File: src/rgpe_pkg.sv
// ----------------------------------------------------------------------------
// rgpe_pkg: shared types and constants of the radar grid pixel extractor
// Field widths, descriptor codes, register indexes and the front/back record.
// ----------------------------------------------------------------------------
package rgpe_pkg;

  localparam int MaxDimension = 4096;
  localparam int DimW   = 13;
  localparam int CountW = 25;
  localparam int ValW   = 40;
  localparam int ThrW   = 24;

  localparam logic signed [ValW-1:0] QMax   = {1'b0, {(ValW-1){1'b1}}};
  localparam logic signed [ValW-1:0] QMin   = {1'b1, {(ValW-1){1'b0}}};
  localparam logic signed [ValW-1:0] NodataQ = -40'sd2559744;

  localparam logic signed [ThrW-1:0] UndetectReset = -24'sd10240;
  localparam logic signed [ThrW-1:0] VisibleReset  = 24'sd1408;
  localparam logic signed [ThrW-1:0] StrongReset   = 24'sd8960;

  typedef enum logic [1:0] {
    REG_UNDETECT = 2'd0,
    REG_VISIBLE  = 2'd1,
    REG_STRONG   = 2'd2
  } reg_idx_t;

  // descriptor X/Y codes (F is always 0 for these)
  localparam logic [5:0] XRepl = 6'd31;
  localparam logic [7:0] YRepl = 8'd192;
  localparam logic [5:0] XGrid = 6'd21;
  localparam logic [7:0] YProb = 8'd120;
  localparam logic [7:0] YRefl = 8'd1;
  localparam logic [5:0] XDim  = 6'd30;
  localparam logic [7:0] YRows = 8'd21;
  localparam logic [7:0] YCols = 8'd22;

  // pixel request handed from the front to the back
  typedef struct packed {
    logic                   kind;   // 0 reflectivity, 1 probability
    logic signed [ValW-1:0] value;
    logic                   miss;
    logic [CountW-1:0]      expected;
  } pix_req_t;

  typedef struct packed {
    logic                   grid_kind;
    logic signed [ValW-1:0] pixel_value;
    logic                   is_nodata;
    logic                   is_last;
    logic [CountW-1:0]      pixel_number;
    logic [CountW-1:0]      missing_total;
    logic [CountW-1:0]      undetect_total;
    logic [CountW-1:0]      visible_total;
    logic [CountW-1:0]      strong_total;
    logic signed [ValW-1:0] lowest_seen;
    logic signed [ValW-1:0] highest_seen;
  } pix_res_t;

endpackage

File: src/rgpe_if.sv
// ----------------------------------------------------------------------------
// rgpe channel interfaces
// Valid/ready channels for input items, results and register writes.
// ----------------------------------------------------------------------------
interface rgpe_in_if;
  logic                           valid;
  logic                           ready;
  logic                           is_element;
  logic [1:0]                     descriptor_f;
  logic [5:0]                     descriptor_x;
  logic [7:0]                     descriptor_y;
  logic signed [rgpe_pkg::ValW-1:0] sample_value;
  logic                           value_missing;
  modport source (output valid, is_element, descriptor_f, descriptor_x, descriptor_y,
                  sample_value, value_missing, input ready);
  modport sink   (input valid, is_element, descriptor_f, descriptor_x, descriptor_y,
                  sample_value, value_missing, output ready);
endinterface

interface rgpe_out_if;
  logic                           valid;
  logic                           ready;
  logic                           grid_kind;
  logic signed [rgpe_pkg::ValW-1:0] pixel_value;
  logic                           is_nodata;
  logic                           is_last;
  logic [rgpe_pkg::CountW-1:0]    pixel_number;
  logic [rgpe_pkg::CountW-1:0]    missing_total;
  logic [rgpe_pkg::CountW-1:0]    undetect_total;
  logic [rgpe_pkg::CountW-1:0]    visible_total;
  logic [rgpe_pkg::CountW-1:0]    strong_total;
  logic signed [rgpe_pkg::ValW-1:0] lowest_seen;
  logic signed [rgpe_pkg::ValW-1:0] highest_seen;
  modport source (output valid, grid_kind, pixel_value, is_nodata, is_last, pixel_number,
                  missing_total, undetect_total, visible_total, strong_total,
                  lowest_seen, highest_seen, input ready);
  modport sink   (input valid, grid_kind, pixel_value, is_nodata, is_last, pixel_number,
                  missing_total, undetect_total, visible_total, strong_total,
                  lowest_seen, highest_seen, output ready);
endinterface

interface rgpe_cfg_if;
  logic                           valid;
  logic                           ready;
  logic [1:0]                     index;
  logic [rgpe_pkg::ThrW-1:0]      data;
  modport source (output valid, index, data, input ready);
  modport sink   (input valid, index, data, output ready);
endinterface

File: src/rgpe_front.sv
// ----------------------------------------------------------------------------
// rgpe_front: descriptor classifier
// Tracks grid header, arming and capture flags; emits pixel requests.
// ----------------------------------------------------------------------------
module rgpe_front (
  input  logic                      clk,
  input  logic                      rst_n,
  input  logic                      acc,
  input  logic                      is_element,
  input  logic [1:0]                f,
  input  logic [5:0]                x,
  input  logic [7:0]                y,
  input  logic signed [rgpe_pkg::ValW-1:0] v,
  input  logic                      miss,
  output logic                      req_valid,
  output rgpe_pkg::pix_req_t        req
);

  logic [rgpe_pkg::DimW-1:0]   rows_r, rows_nxt, cols_r, cols_nxt;
  logic [rgpe_pkg::CountW-1:0] exp_r, exp_nxt;
  logic                        arm_r, arm_nxt, cp_r, cp_nxt, cr_r, cr_nxt;
  logic [rgpe_pkg::CountW-1:0] pcnt_r, pcnt_nxt, rcnt_r, rcnt_nxt;
  logic [rgpe_pkg::DimW-1:0]   dim;
  logic signed [rgpe_pkg::ValW-9:0] ipart;
  logic is_rows, is_cols, is_repl, is_prob, is_refl, f0;

  assign ipart = v[rgpe_pkg::ValW-1:8];
  assign f0 = (f == 2'd0);
  assign is_rows = f0 && x == rgpe_pkg::XDim && y == rgpe_pkg::YRows;
  assign is_cols = f0 && x == rgpe_pkg::XDim && y == rgpe_pkg::YCols;
  assign is_repl = f0 && x == rgpe_pkg::XRepl && y == rgpe_pkg::YRepl;
  assign is_prob = f0 && x == rgpe_pkg::XGrid && y == rgpe_pkg::YProb;
  assign is_refl = f0 && x == rgpe_pkg::XGrid && y == rgpe_pkg::YRefl;

  // truncation toward zero of a non-negative value equals the floor shift
  always_comb begin
    if (v < 0) dim = '0;
    else if (ipart > 32'(rgpe_pkg::MaxDimension)) dim = rgpe_pkg::DimW'(rgpe_pkg::MaxDimension);
    else dim = ipart[rgpe_pkg::DimW-1:0];
  end

  always_comb begin
    rows_nxt = rows_r; cols_nxt = cols_r; exp_nxt = exp_r;
    arm_nxt = arm_r; cp_nxt = cp_r; cr_nxt = cr_r;
    pcnt_nxt = pcnt_r; rcnt_nxt = rcnt_r;
    req_valid = 1'b0;
    req.kind = is_prob; req.value = v; req.miss = miss; req.expected = exp_nxt;
    if (acc && is_element) begin
      if (is_rows && !miss) rows_nxt = dim;
      if (is_cols && !miss) cols_nxt = dim;
      // operands widened first: 4096 x 4096 needs the full count width
      if (exp_r == '0 && rows_nxt != '0 && cols_nxt != '0)
        exp_nxt = rgpe_pkg::CountW'(rows_nxt) * rgpe_pkg::CountW'(cols_nxt);
      req.expected = exp_nxt;
      if (is_repl && !miss) begin
        arm_nxt = (v >= 0) && exp_nxt != '0 && ipart == 32'(exp_nxt);
      end else begin
        if (arm_r) begin
          arm_nxt = 1'b0;
          if (is_prob) cp_nxt = 1'b1;
          else if (is_refl) cr_nxt = 1'b1;
        end
        if (cp_nxt && is_prob) begin
          if (pcnt_r >= exp_nxt) cp_nxt = 1'b0;
          else begin
            pcnt_nxt = pcnt_r + 1'b1;
            req_valid = 1'b1;
            if (pcnt_nxt == exp_nxt) cp_nxt = 1'b0;
          end
        end else if (cr_nxt && is_refl) begin
          if (rcnt_r >= exp_nxt) cr_nxt = 1'b0;
          else begin
            rcnt_nxt = rcnt_r + 1'b1;
            req_valid = 1'b1;
            if (rcnt_nxt == exp_nxt) cr_nxt = 1'b0;
          end
        end
      end
    end
  end

  always_ff @(posedge clk) begin
    if (!rst_n) begin
      rows_r <= '0; cols_r <= '0; exp_r <= '0;
      arm_r <= 1'b0; cp_r <= 1'b0; cr_r <= 1'b0;
      pcnt_r <= '0; rcnt_r <= '0;
    end else begin
      rows_r <= rows_nxt; cols_r <= cols_nxt; exp_r <= exp_nxt;
      arm_r <= arm_nxt; cp_r <= cp_nxt; cr_r <= cr_nxt;
      pcnt_r <= pcnt_nxt; rcnt_r <= rcnt_nxt;
    end
  end

endmodule

File: src/rgpe_fifo.sv
// ----------------------------------------------------------------------------
// rgpe_fifo: four-entry request queue between front and back
// ----------------------------------------------------------------------------
module rgpe_fifo (
  input  logic               clk,
  input  logic               rst_n,
  input  logic               wr_en,
  input  rgpe_pkg::pix_req_t wr_data,
  input  logic               rd_en,
  output rgpe_pkg::pix_req_t rd_data,
  output logic               empty,
  output logic               almost_full
);

  rgpe_pkg::pix_req_t mem_r [4];
  logic [1:0] wp_r, rp_r;
  logic [2:0] cnt_r;

  assign empty = (cnt_r == 3'd0);
  // asserts at three entries, so one entry stays spare
  assign almost_full = (cnt_r >= 3'd3);
  assign rd_data = mem_r[rp_r];

  always_ff @(posedge clk) begin
    if (wr_en) mem_r[wp_r] <= wr_data;
  end

  always_ff @(posedge clk) begin
    if (!rst_n) begin
      wp_r <= '0; rp_r <= '0; cnt_r <= '0;
    end else begin
      if (wr_en) wp_r <= wp_r + 1'b1;
      if (rd_en) rp_r <= rp_r + 1'b1;
      cnt_r <= cnt_r + 3'(wr_en) - 3'(rd_en);
    end
  end

endmodule

File: src/rgpe_back.sv
// ----------------------------------------------------------------------------
// rgpe_back: statistics engine
// Updates per-kind running statistics and holds the registered result.
// ----------------------------------------------------------------------------
module rgpe_back (
  input  logic                      clk,
  input  logic                      rst_n,
  input  logic signed [rgpe_pkg::ThrW-1:0] thr_und,
  input  logic signed [rgpe_pkg::ThrW-1:0] thr_vis,
  input  logic signed [rgpe_pkg::ThrW-1:0] thr_str,
  input  logic                      q_empty,
  input  rgpe_pkg::pix_req_t        q_data,
  output logic                      q_pop,
  output logic                      res_valid,
  input  logic                      res_ready,
  output rgpe_pkg::pix_res_t        res
);

  logic [rgpe_pkg::CountW-1:0] rn_r, pn_r, rm_r, pm_r, und_r, vis_r, str_r;
  logic signed [rgpe_pkg::ValW-1:0] rmin_r, rmax_r, pmin_r, pmax_r;
  logic [rgpe_pkg::CountW-1:0] n_nxt, m_nxt, und_nxt, vis_nxt, str_nxt;
  logic signed [rgpe_pkg::ValW-1:0] lo_nxt, hi_nxt, v;
  logic valid_r;
  rgpe_pkg::pix_res_t res_r, res_nxt;

  assign res_valid = valid_r;
  assign res = res_r;
  assign q_pop = !q_empty && (!valid_r || res_ready);
  assign v = q_data.value;

  always_comb begin
    und_nxt = und_r; vis_nxt = vis_r; str_nxt = str_r;
    if (q_data.kind) begin
      n_nxt = pn_r + 1'b1; m_nxt = pm_r; lo_nxt = pmin_r; hi_nxt = pmax_r;
    end else begin
      n_nxt = rn_r + 1'b1; m_nxt = rm_r; lo_nxt = rmin_r; hi_nxt = rmax_r;
    end
    if (q_data.miss) m_nxt = m_nxt + 1'b1;
    else begin
      if (v < lo_nxt) lo_nxt = v;
      if (v > hi_nxt) hi_nxt = v;
      if (!q_data.kind) begin
        if (v <= 40'(thr_und)) und_nxt = und_r + 1'b1;
        if (v >= 40'(thr_vis)) vis_nxt = vis_r + 1'b1;
        if (v >= 40'(thr_str)) str_nxt = str_r + 1'b1;
      end
    end
    res_nxt.grid_kind      = q_data.kind;
    res_nxt.pixel_value    = q_data.miss ? rgpe_pkg::NodataQ : v;
    res_nxt.is_nodata      = q_data.miss;
    res_nxt.is_last        = (n_nxt == q_data.expected);
    res_nxt.pixel_number   = n_nxt;
    res_nxt.missing_total  = m_nxt;
    res_nxt.undetect_total = q_data.kind ? '0 : und_nxt;
    res_nxt.visible_total  = q_data.kind ? '0 : vis_nxt;
    res_nxt.strong_total   = q_data.kind ? '0 : str_nxt;
    res_nxt.lowest_seen    = lo_nxt;
    res_nxt.highest_seen   = hi_nxt;
  end

  always_ff @(posedge clk) begin
    if (q_pop) res_r <= res_nxt;
  end

  always_ff @(posedge clk) begin
    if (!rst_n) begin
      valid_r <= 1'b0;
      rn_r <= '0; pn_r <= '0; rm_r <= '0; pm_r <= '0;
      und_r <= '0; vis_r <= '0; str_r <= '0;
      rmin_r <= rgpe_pkg::QMax; pmin_r <= rgpe_pkg::QMax;
      rmax_r <= rgpe_pkg::QMin; pmax_r <= rgpe_pkg::QMin;
    end else begin
      if (q_pop) valid_r <= 1'b1;
      else if (res_ready) valid_r <= 1'b0;
      if (q_pop) begin
        if (q_data.kind) begin
          pn_r <= n_nxt; pm_r <= m_nxt; pmin_r <= lo_nxt; pmax_r <= hi_nxt;
        end else begin
          rn_r <= n_nxt; rm_r <= m_nxt; rmin_r <= lo_nxt; rmax_r <= hi_nxt;
          und_r <= und_nxt; vis_r <= vis_nxt; str_r <= str_nxt;
        end
      end
    end
  end

endmodule

File: src/radar_grid_pixel_extractor.sv
// ----------------------------------------------------------------------------
// radar_grid_pixel_extractor: grid pixel capture with running statistics
// Picks the reflectivity/probability pixel runs out of a decoded stream.
// ----------------------------------------------------------------------------
// Channels: in_ takes one decoded descriptor/value request per cycle while
// in_ready is high; out_ returns one result per captured pixel; cfg_ writes
// the three Q.8 dBZ thresholds (index 0 undetect, 1 visible, 2 strong). The
// user must write them only while idle; the block does not enforce this.
// Structure: the front classifies each request in its accept cycle (header
// latch, arming, capture flags, run counts) and pushes pixel requests into a
// four-entry queue; the back pops one per cycle while out_ is not stalled,
// updates the running statistics and loads the output register.
// Path: each pixel request is queued, then popped into the output register.
// Throughput: one request per cycle sustained while out_ready is high; the
// back's single output register sets that figure. in_ready drops only when
// the queue holds three or more requests, i.e. after the receiver has
// stalled. Items that yield no result never occupy the queue.
// Reset (synchronous, rst_n low): header, counts and flags clear, min/max
// go to their extreme values, thresholds go to -40.0, 5.5 and 35.0 dBZ.
// The cfg_ port is always ready.
// ----------------------------------------------------------------------------
module radar_grid_pixel_extractor (
  input  logic            clk,
  input  logic            rst_n,
  rgpe_in_if.sink         in_ch,
  rgpe_out_if.source      out_ch,
  rgpe_cfg_if.sink        cfg_ch
);

  logic signed [rgpe_pkg::ThrW-1:0] und_r, vis_r, str_r;
  logic acc, req_valid, q_empty, q_afull, q_pop, res_valid;
  rgpe_pkg::pix_req_t req, q_data;
  rgpe_pkg::pix_res_t res;

  assign cfg_ch.ready = 1'b1;

  // threshold registers
  always_ff @(posedge clk) begin
    if (!rst_n) begin
      und_r <= rgpe_pkg::UndetectReset;
      vis_r <= rgpe_pkg::VisibleReset;
      str_r <= rgpe_pkg::StrongReset;
    end else if (cfg_ch.valid) begin
      unique case (cfg_ch.index)
        rgpe_pkg::REG_UNDETECT: und_r <= cfg_ch.data;
        rgpe_pkg::REG_VISIBLE:  vis_r <= cfg_ch.data;
        rgpe_pkg::REG_STRONG:   str_r <= cfg_ch.data;
        default: ;
      endcase
    end
  end

  assign in_ch.ready = !q_afull;
  assign acc = in_ch.valid && in_ch.ready;

  rgpe_front u_front (
    .clk, .rst_n, .acc,
    .is_element (in_ch.is_element),
    .f          (in_ch.descriptor_f),
    .x          (in_ch.descriptor_x),
    .y          (in_ch.descriptor_y),
    .v          (in_ch.sample_value),
    .miss       (in_ch.value_missing),
    .req_valid, .req
  );

  rgpe_fifo u_fifo (
    .clk, .rst_n,
    .wr_en (req_valid), .wr_data (req),
    .rd_en (q_pop), .rd_data (q_data),
    .empty (q_empty), .almost_full (q_afull)
  );

  rgpe_back u_back (
    .clk, .rst_n,
    .thr_und (und_r), .thr_vis (vis_r), .thr_str (str_r),
    .q_empty, .q_data, .q_pop,
    .res_valid, .res_ready (out_ch.ready), .res
  );

  assign out_ch.valid          = res_valid;
  assign out_ch.grid_kind      = res.grid_kind;
  assign out_ch.pixel_value    = res.pixel_value;
  assign out_ch.is_nodata      = res.is_nodata;
  assign out_ch.is_last        = res.is_last;
  assign out_ch.pixel_number   = res.pixel_number;
  assign out_ch.missing_total  = res.missing_total;
  assign out_ch.undetect_total = res.undetect_total;
  assign out_ch.visible_total  = res.visible_total;
  assign out_ch.strong_total   = res.strong_total;
  assign out_ch.lowest_seen    = res.lowest_seen;
  assign out_ch.highest_seen   = res.highest_seen;

endmodule

File: src/flat_wrapper.sv
// flat-port wrapper written by rule: the top's interface ports become plain ports
module radar_grid_pixel_extractor_flat 
  (clk, rst_n, in_ch_valid, in_ch_is_element, in_ch_descriptor_f, in_ch_descriptor_x, in_ch_descriptor_y, in_ch_sample_value, in_ch_value_missing, in_ch_ready, out_ch_valid, out_ch_grid_kind, out_ch_pixel_value, out_ch_is_nodata, out_ch_is_last, out_ch_pixel_number, out_ch_missing_total, out_ch_undetect_total, out_ch_visible_total, out_ch_strong_total, out_ch_lowest_seen, out_ch_highest_seen, out_ch_ready, cfg_ch_valid, cfg_ch_index, cfg_ch_data, cfg_ch_ready);
  rgpe_in_if in_ch_i ();
  rgpe_out_if out_ch_i ();
  rgpe_cfg_if cfg_ch_i ();
  input  logic clk;
  input  logic rst_n;
  input wire logic [$bits(in_ch_i.valid)-1:0] in_ch_valid;
  input wire logic [$bits(in_ch_i.is_element)-1:0] in_ch_is_element;
  input wire logic [$bits(in_ch_i.descriptor_f)-1:0] in_ch_descriptor_f;
  input wire logic [$bits(in_ch_i.descriptor_x)-1:0] in_ch_descriptor_x;
  input wire logic [$bits(in_ch_i.descriptor_y)-1:0] in_ch_descriptor_y;
  input wire logic [$bits(in_ch_i.sample_value)-1:0] in_ch_sample_value;
  input wire logic [$bits(in_ch_i.value_missing)-1:0] in_ch_value_missing;
  output wire logic [$bits(in_ch_i.ready)-1:0] in_ch_ready;
  output wire logic [$bits(out_ch_i.valid)-1:0] out_ch_valid;
  output wire logic [$bits(out_ch_i.grid_kind)-1:0] out_ch_grid_kind;
  output wire logic [$bits(out_ch_i.pixel_value)-1:0] out_ch_pixel_value;
  output wire logic [$bits(out_ch_i.is_nodata)-1:0] out_ch_is_nodata;
  output wire logic [$bits(out_ch_i.is_last)-1:0] out_ch_is_last;
  output wire logic [$bits(out_ch_i.pixel_number)-1:0] out_ch_pixel_number;
  output wire logic [$bits(out_ch_i.missing_total)-1:0] out_ch_missing_total;
  output wire logic [$bits(out_ch_i.undetect_total)-1:0] out_ch_undetect_total;
  output wire logic [$bits(out_ch_i.visible_total)-1:0] out_ch_visible_total;
  output wire logic [$bits(out_ch_i.strong_total)-1:0] out_ch_strong_total;
  output wire logic [$bits(out_ch_i.lowest_seen)-1:0] out_ch_lowest_seen;
  output wire logic [$bits(out_ch_i.highest_seen)-1:0] out_ch_highest_seen;
  input wire logic [$bits(out_ch_i.ready)-1:0] out_ch_ready;
  input wire logic [$bits(cfg_ch_i.valid)-1:0] cfg_ch_valid;
  input wire logic [$bits(cfg_ch_i.index)-1:0] cfg_ch_index;
  input wire logic [$bits(cfg_ch_i.data)-1:0] cfg_ch_data;
  output wire logic [$bits(cfg_ch_i.ready)-1:0] cfg_ch_ready;
  assign in_ch_i.valid = in_ch_valid;
  assign in_ch_i.is_element = in_ch_is_element;
  assign in_ch_i.descriptor_f = in_ch_descriptor_f;
  assign in_ch_i.descriptor_x = in_ch_descriptor_x;
  assign in_ch_i.descriptor_y = in_ch_descriptor_y;
  assign in_ch_i.sample_value = in_ch_sample_value;
  assign in_ch_i.value_missing = in_ch_value_missing;
  assign in_ch_ready = in_ch_i.ready;
  assign out_ch_valid = out_ch_i.valid;
  assign out_ch_grid_kind = out_ch_i.grid_kind;
  assign out_ch_pixel_value = out_ch_i.pixel_value;
  assign out_ch_is_nodata = out_ch_i.is_nodata;
  assign out_ch_is_last = out_ch_i.is_last;
  assign out_ch_pixel_number = out_ch_i.pixel_number;
  assign out_ch_missing_total = out_ch_i.missing_total;
  assign out_ch_undetect_total = out_ch_i.undetect_total;
  assign out_ch_visible_total = out_ch_i.visible_total;
  assign out_ch_strong_total = out_ch_i.strong_total;
  assign out_ch_lowest_seen = out_ch_i.lowest_seen;
  assign out_ch_highest_seen = out_ch_i.highest_seen;
  assign out_ch_i.ready = out_ch_ready;
  assign cfg_ch_i.valid = cfg_ch_valid;
  assign cfg_ch_i.index = cfg_ch_index;
  assign cfg_ch_i.data = cfg_ch_data;
  assign cfg_ch_ready = cfg_ch_i.ready;
  radar_grid_pixel_extractor u_core (.clk(clk), .rst_n(rst_n), .in_ch(in_ch_i), .out_ch(out_ch_i), .cfg_ch(cfg_ch_i));
endmodule
File: config.mk
export PLATFORM = sky130hd
export DESIGN_NAME = radar_grid_pixel_extractor_flat
export DESIGN_NICKNAME = d
export VERILOG_FILES = /design/src/rgpe_pkg.sv /design/src/rgpe_if.sv /design/src/rgpe_front.sv /design/src/rgpe_fifo.sv /design/src/rgpe_back.sv /design/src/radar_grid_pixel_extractor.sv /design/src/flat_wrapper.sv
export SDC_FILE = /design/constraint.sdc
export NUM_CORES = 2
export LEC_CHECK = 0
export BUFFER_PORTS_ARGS = -buffer_cell sky130_fd_sc_hd__clkbuf_2
export CORE_MARGIN = 5
export CORE_UTILIZATION = 45
export DETAILED_ROUTE_END_ITERATION = 7
export SYNTH_ARGS = -nofsm -noshare
export SYNTH_HDL_FRONTEND = slang
export SYNTH_SLANG_ARGS = --single-unit
File: constraint.sdc
create_clock -name clk -period 20.5 [get_ports clk]
set_clock_uncertainty 0.1 [all_clocks]
set_input_delay 3.075 -clock clk [delete_from_list [all_inputs] [get_ports clk]]
set_output_delay 3.075 -clock clk [all_outputs]
set_load 0.02 [all_outputs]
After elaboration in Yosys (flattened, before gate mapping)
Memories as Yosys holds them, arrays and structs flattened. A register that Yosys moved wholly into a read port is not among the register bits.
Index checks and enable logic that the tools add are counted.
{ "word_totals": {"register_bits": 767, "ramBits": 268, "out_inout_bits": 251, "elab_cells": 175, "n_memories": 1} }
{ "op_classes": {"add_sub_neg": 12, "multipliers": 1, "n_lt_le_gt_ge": 11, "eq_ne": 14, "mux": 53, "bitwise": 5, "n_reduce_logical": 41} }
{ "memory_table": {"columns": ["memory", "depth", "word_bits", "read_ports", "rd_clocked_by_memory_dff", "wr", "line", "rtl"], "rows": [
  ["u_core.u_fifo.mem_r", 4, 67, 1, 1, 1, "rgpe_fifo.sv:15", "rgpe_pkg::pix_req_t mem_r [4];"]
]} }
{ "op_table": {"columns": ["op", "n"], "rows": [
  ["25-bit two-way mux", 12],
  ["40-bit two-way mux", 6],
  ["25-bit by 1-bit adder with 25-bit output (second input constant)", 8],
  ["40-bit by 24-bit greater-or-equal comparator with 1-bit output", 2],
  ["13-bit two-way mux", 6],
  ["25-bit equality test", 3],
  ["25-bit greater-or-equal comparator", 2],
  ["40-bit by 1-bit greater-or-equal comparator with 1-bit output (second input constant)", 1],
  ["40-bit > comparator", 1],
  ["40-bit by 24-bit <= comparator with 1-bit output", 1],
  ["40-bit by 1-bit less-than comparator with 1-bit output (second input constant)", 1],
  ["40-bit less-than comparator", 1],
  ["32-bit by 25-bit equality test with 1-bit output", 1],
  ["32-bit by 14-bit > comparator with 1-bit output (second input constant)", 1],
  ["1-bit two-way mux", 27],
  ["13-bit nonzero test", 2],
  ["25-bit zero test", 1],
  ["13-bit by 13-bit multiplier with 25-bit output", 1],
  ["25-bit nonzero test", 1],
  ["1-bit logical AND", 20],
  ["6-bit by 5-bit equality test with 1-bit output (second input constant)", 3],
  ["8-bit by 5-bit equality test with 1-bit output (second input constant)", 2],
  ["2-bit AND reduction", 6],
  ["8-bit by 1-bit equality test with 1-bit output (second input constant)", 1],
  ["other kinds (17)", 27]
]} }

Depth between registers and ports, before layout
{ "depth": {"word_depth": 19, "mapped_depth": 44} }

By module
Synthesis repeated with hierarchy kept, for this count alone.
{ "hier_totals": {"cells_unflattened": 5722, "hier_area_um2": 57810.4} }
{ "by_module_without_submodules": {"columns": ["module", "n_inst", "cells_per_inst", "area_per_inst_um2"], "rows": [
  ["rgpe_back", 1, 3227, 30376.6],
  ["rgpe_front", 1, 1808, 14378.8],
  ["rgpe_fifo", 1, 396, 10148.5],
  ["radar_grid_pixel_extractor", 1, 291, 2906.5]
]} }

Worst setup path before layout
OpenSTA, ideal clock, no wires.
{ "synth_timing": {"kind": "input port to flip-flop", "start": "input port out_ch_ready", "end": "register u_core.u_back.pmax_r[39] (netlist name)", "setup_time_ns": 0.137, "arrival_time_ns": 18.752, "t_required_ns": 20.263, "path_slack_ns": 1.511, "stages": 7, "n_path_buf": 2, "cell_sequence": "inv_1 -> a21oi_1 -> nand2_1 -> clkbuf_1 -> clkbuf_1 -> nand2_1 -> nand3_1"} }
{ "synth_between": {"elab_chain_len": 3} }
{ "synth_rtl": {"columns": ["item", "line", "rtl"], "rows": [
  ["from (decl)", "flat_wrapper.sv:29", "input wire logic [$bits(out_ch_i.ready)-1:0] out_ch_ready;"],
  ["1-bit logical OR", "rgpe_back.sv:28", "assign q_pop = !q_empty && (!valid_r || res_ready);"],
  ["1-bit logical AND", "rgpe_back.sv:28", null],
  ["named net u_core.q_pop", "radar_grid_pixel_extractor.sv:31", "logic acc, req_valid, q_empty, q_afull, q_pop, res_valid;"],
  ["2-bit AND reduction (no source line)", null, null],
  ["to (signal assigned)", "rgpe_back.sv:71", "rmax_r <= rgpe_pkg::QMin; pmax_r <= rgpe_pkg::QMin;"],
  ["to (signal assigned)", "rgpe_back.sv:77", "pn_r <= n_nxt; pm_r <= m_nxt; pmin_r <= lo_nxt; pmax_r <= hi_nxt;"],
  ["to (decl)", "rgpe_back.sv:20", "logic signed [rgpe_pkg::ValW-1:0] rmin_r, rmax_r, pmin_r, pmax_r;"]
]} }
The timed path passes the listed nets, and every way through them passes these cells.
A chain may end at the register's enable or synchronous reset.

Final worst setup path
{ "layout_timing": {"start": "input port in_ch_sample_value[37]", "end": "memory u_core.u_fifo.mem_r[3][33] (netlist name) (enable)"} }
{ "layout_between": {"elab_chain_len": 18} }
{ "layout_rtl": {"columns": ["item", "line", "rtl"], "rows": [
  ["from (decl)", "flat_wrapper.sv:14", "input wire logic [$bits(in_ch_i.sample_value)-1:0] in_ch_sample_value;"],
  ["32-bit by 14-bit > comparator with 1-bit output", "rgpe_front.sv:38", "else if (ipart > 32'(rgpe_pkg::MaxDimension)) dim = rgpe_pkg::DimW'(rgpe_pkg::MaxDimension);"],
  ["13-bit two-way mux", "rgpe_front.sv:38", null],
  ["13-bit two-way mux (*)", "rgpe_front.sv:37", "if (v < 0) dim = '0;"],
  ["parallel branches: the longest is 5 deep, another holds 13-bit by 13-bit multiplier with 25-bit output", null, null],
  ["25-bit two-way mux (*)", "rgpe_front.sv:52", "if (exp_r == '0 && rows_nxt != '0 && cols_nxt != '0)"],
  ["25-bit two-way mux (*)", "rgpe_front.sv:48", "if (acc && is_element) begin"],
  ["25-bit greater-or-equal comparator", "rgpe_front.sv:71", "if (rcnt_r >= exp_nxt) cr_nxt = 1'b0;"],
  ["1-bit two-way mux", "rgpe_front.sv:71", null],
  ["1-bit two-way mux", "rgpe_front.sv:70", "end else if (cr_nxt && is_refl) begin"],
  ["1-bit two-way mux (*)", "rgpe_front.sv:63", "if (cp_nxt && is_prob) begin"],
  ["1-bit two-way mux (*)", "rgpe_front.sv:55", "if (is_repl && !miss) begin"],
  ["1-bit two-way mux (*)", "rgpe_front.sv:48", null],
  ["1-bit two-way mux (*)", "rgpe_fifo.sv:25", "if (wr_en) mem_r[wp_r] <= wr_data;"],
  ["1-bit two-way mux (not written as such) (*)", "rgpe_fifo.sv:25", null],
  ["to (decl)", "rgpe_fifo.sv:15", null]
]} }
Mark *: on every way between the ends. The select of a mux whose other input is x is not followed.

==> reports/results.md <==
## Die
• 45.2% — initial core utilization
• 365 um — vertical extent of the die
• 365 um — x dimension of the die
• 130 — row count
• 340 — I/O pin cnt
• 125000 um^2 — area of the core region
• 133000 um^2 — area of the die

## Logic synthesis
• 56700 um^2 — Post-Syn Area
• simple AND/OR/NAND/NOR gates — largest family of logic cells by synthesized area
• 10.8% — post-synthesis compound-gate area fraction
• 17.2% — synthesized-area fraction occupied by and/or/nand/nor cells
• 1037 — FF+latch count, synth
• 9.72 um^2 — syn avg cell area
• 45.7% — sequential-to-total area share from yosys stat
• 94 — distinct cell type count of the synthesized netlist
• 6370 — number of nets produced by synthesis
• 5837 — number of standard cells after synthesis
• dfxtp_1 — most instantiated flip-flop cell in the synthesis netlist
• 4.21% — xor and xnor area share after synthesis
• 11.5% — adder and majority cell fraction of the synthesized area
• 516 — number of synthesized flops with an enable pin
• 0 — count of warnings emitted by yosys
• 6.46% — multiplexer area fraction after synthesis
• 0% — share of async-settable or async-resettable flops after synthesis

## Global route
• 40.5% — Global Route met2 Usage
• 171 — pin count of the biggest net entering global routing
• 23 — initial antenna violation count
• 0 — aggregate global routing overflow
• met2 — Most Crowded Layer GR
• 32.8% — met1 usage
• 255 mm — first-pass GRT wire length
• 24.7% — GRT Total Usage
• 42200 — via count of the first global-routing pass
• 3.71% — GR met3 Demand/Resource

## Setup path
• 46 — peak fanout along the critical path
• fa_1 — Critical Path Most Common Cell
• 0.71 ns — delay of the slowest critical-path stage
• 20.75 ns — Data required, critical path
• flop — kind of end point of the critical path
• 14.75 ns — worst path arrival time
• u_core.u_front.cols_r[12] — Critical R2R Launch
• primary input — Setup crit start kind
• o21ai_0 — Max stage delay cell, worst path
• in -> reg — start-to-end type of the worst setup path
• 9.95 ns — reg2reg setup slack
• in_ch_sample_value[37] — Crit. Startpoint

## Placement
• 7624 — Placed Cells incl. Taps
• 338 — port buffer count
• 0.939 — routability cong.
• 60100 um^2 — Placement Cell Area
• 120 mm — Detail Placement HPWL

## Clock tree
• clkbuf_16 — buffer type at the clock tree root
• 3 — count of H-tree levels built during CTS
• 0.06 ns — Reg clk slew, reported paths
• 1037 — CTS sink count
• 0 — number of buffers added for setup after CTS
• 0.74 ns — Clk Latency, worst-skew pair
• 109 — number of buffers created by CTS
• 0 — post-CTS sizing
• 3 — maximum buffer depth of the clock tree
• 0 — number of hold buffers added after CTS
• done — CTS tree

## Pwr
• 124 nW/um^2 — Pwr per Cell Area
• 38.2% — power share of the combinational group
• 25.9% — share of power burned in the clock network
• 0.0000958 V — maximum VDD drop
• 0.00312 W — Switching Power
• 0.00479 W — cell-internal power
• 25.3 nW — leakage power
• 35.9% — Flop pwr share
• 39.4% — switch share

## Cells and area
• 12.7% — post-synthesis to final-layout area growth
• 11.9% — fraction of final layout cells with drive strength greater than 1
• 63900 um^2 — final std cell area, no fill
• 7846 — post-route non-filler standard cell count
• 6618 — total number of nets in the final design
• 51.0% — core occupancy in the finished layout

## Worst hold path
• u_core.u_back.rmax_r[23] — HP Start
• reg -> reg — path category of the worst min-delay check

## Routing
• 21.4 um — wire per inst
• 6 — number of iterations in the first detailed-routing pass
• 168 mm — final wirelength
• 0 — post-detailed-route count of antenna-violating nets
• 5.59 — via-per-instance ratio
• 0 — number of DRC violations after detailed routing
• 3568 — number of design-rule violations left by the first detailed-router iteration
• 43900 — routed vias

## STA
• 14.50 ns — time the worst path needs with I/O delays and setup
• 0 ns — setup total negative slack
• 0 — final setup violating endpoints
• 0 — hold violation count in the final report
• 0.0690 GHz — maximum clock frequency
• 10.0% — worst relative slew slack
• 70.7% — fin crit share
• 0 — count of pins over their slew limit
• no — RSZ-0062 raised after global routing
• 1.34 ns — slew at the pin with the worst max-slew slack

## Run
• 0 — number of max-cap violations

## Status
• complete, no violations — status

power by group through the flow:
stage                     Sequential [W]  Combinational (W)  Clock [W]
after floorplan                  0.00323            0.00170          0
after global routing             0.00287            0.00330    0.00218
after CTS                        0.00284            0.00303    0.00210
after detailed placement         0.00288            0.00302          0
after global placement           0.00288            0.00298          0
final                            0.00284            0.00302    0.00205
synthesized netlist by cell type, types with 44 or more instances:
cell	number	share of area [%]
clkbuf_1	211	1.4
or3_1	87	0.96
inv_1	330	2.2
and2_1	50	0.55
buf_1	44	0.29
nand4_1	108	1.2
fa_1	121	4.3
o21a_1	49	0.65
xor2_1	91	1.4
o21ai_0	213	1.9
a211oi_1	53	0.70
nand2_1	921	6.1
dfxtp_1	521	18
nor3_1	93	0.82
ha_1	323	7.1
edfxtp_1	516	27
mux2i_1	257	4.5
a21o_1	100	1.3
nand3_1	196	1.7
mux2_2	45	0.89
nor2_1	453	3.0
xnor2_1	179	2.8
a21oi_1	386	3.4
per-stage QoR:
stage               total power (W)  setup slack [ns]  hold slack (ns)
finish                      0.00791              6.00            0.353
global route                0.00835              5.39            0.365
CTS                         0.00797              5.99            0.354
detailed placement          0.00590              5.22            0.346
global placement            0.00585              5.35            0.341
floorplan                   0.00493              1.51            0.336
cells by family after synthesis:
group                      count (synthesis)
and+or+nand+nor                         2142
DFF                                     1037
AOI/OAI and AO/OA                        998
buffers and inverters                    612
adders and majority gates                448
muxes                                    328
xor gates and xnor gates                 271
other                                      1
final timing paths:
kind,depth (start not counted),end
hold / removal,2,u_core.u_back.rmax_r[23]
hold reg to reg,2,u_core.u_back.rmax_r[23]
setup / recovery,33,u_core.u_fifo.mem_r[3][33]
setup reg to reg,28,u_core.u_fifo.mem_r[3][33]
sequential cells by signal, summed over array words and instances (netlist names), 40 cells and up, named ones only:
signal                count
u_core.u_fifo.mem_r     268
u_core.u_back.res       248
u_core.u_back.pmax_r     40
u_core.u_back.pmin_r     40
u_core.u_back.rmax_r     40
u_core.u_back.rmin_r     40
cells in the final DEF (no fill, tap or decap), types with 87 or more instances in the layout:
cell type	count
clkbuf_2	337
nand3_1	196
o21ai_0	212
fa_1	121
clkbuf_16	110
a21o_1	100
nand2_1	919
a21oi_1	385
mux2i_1	257
nor3_1	93
or3_1	87
dfxtp_1	519
xnor2_1	179
nand4_1	108
edfxtp_1	516
nor2_1	453
ha_1	323
inv_1	329
xor2_1	91
layout make-up:
class                           count  area [um^2]
Tap cell                         1650         2060
Clock inverter                     71          815
Clock buffer                      136         2930
Timing Repair Buffer              418         2320
Inverter                          331         1260
Antenna cell                       15         37.5
Sequential cell                  1037        25900
Fill cell                       11500        61500
Multi-Input combinational cell   4188        28600
worst max-delay path, delay by kind of cell:
kind / cells / cell delay, ns
and+or+nand+nor: 11 / 4.27
adders and majority gates: 8 / 3.65
AOI/OAI and AO/OA: 9 / 2.67
buffers and inverters: 5 / 0.98
metal layers:
metal | up-vias | wire (um)
li1 | 21100 | -
met1 | 21300 | 73100
met2 | 1240 | 77900
met3 | 312 | 9960
met4 | 8 | 7140
met5 | - | 61
Power figures use the tool's default switching activity.
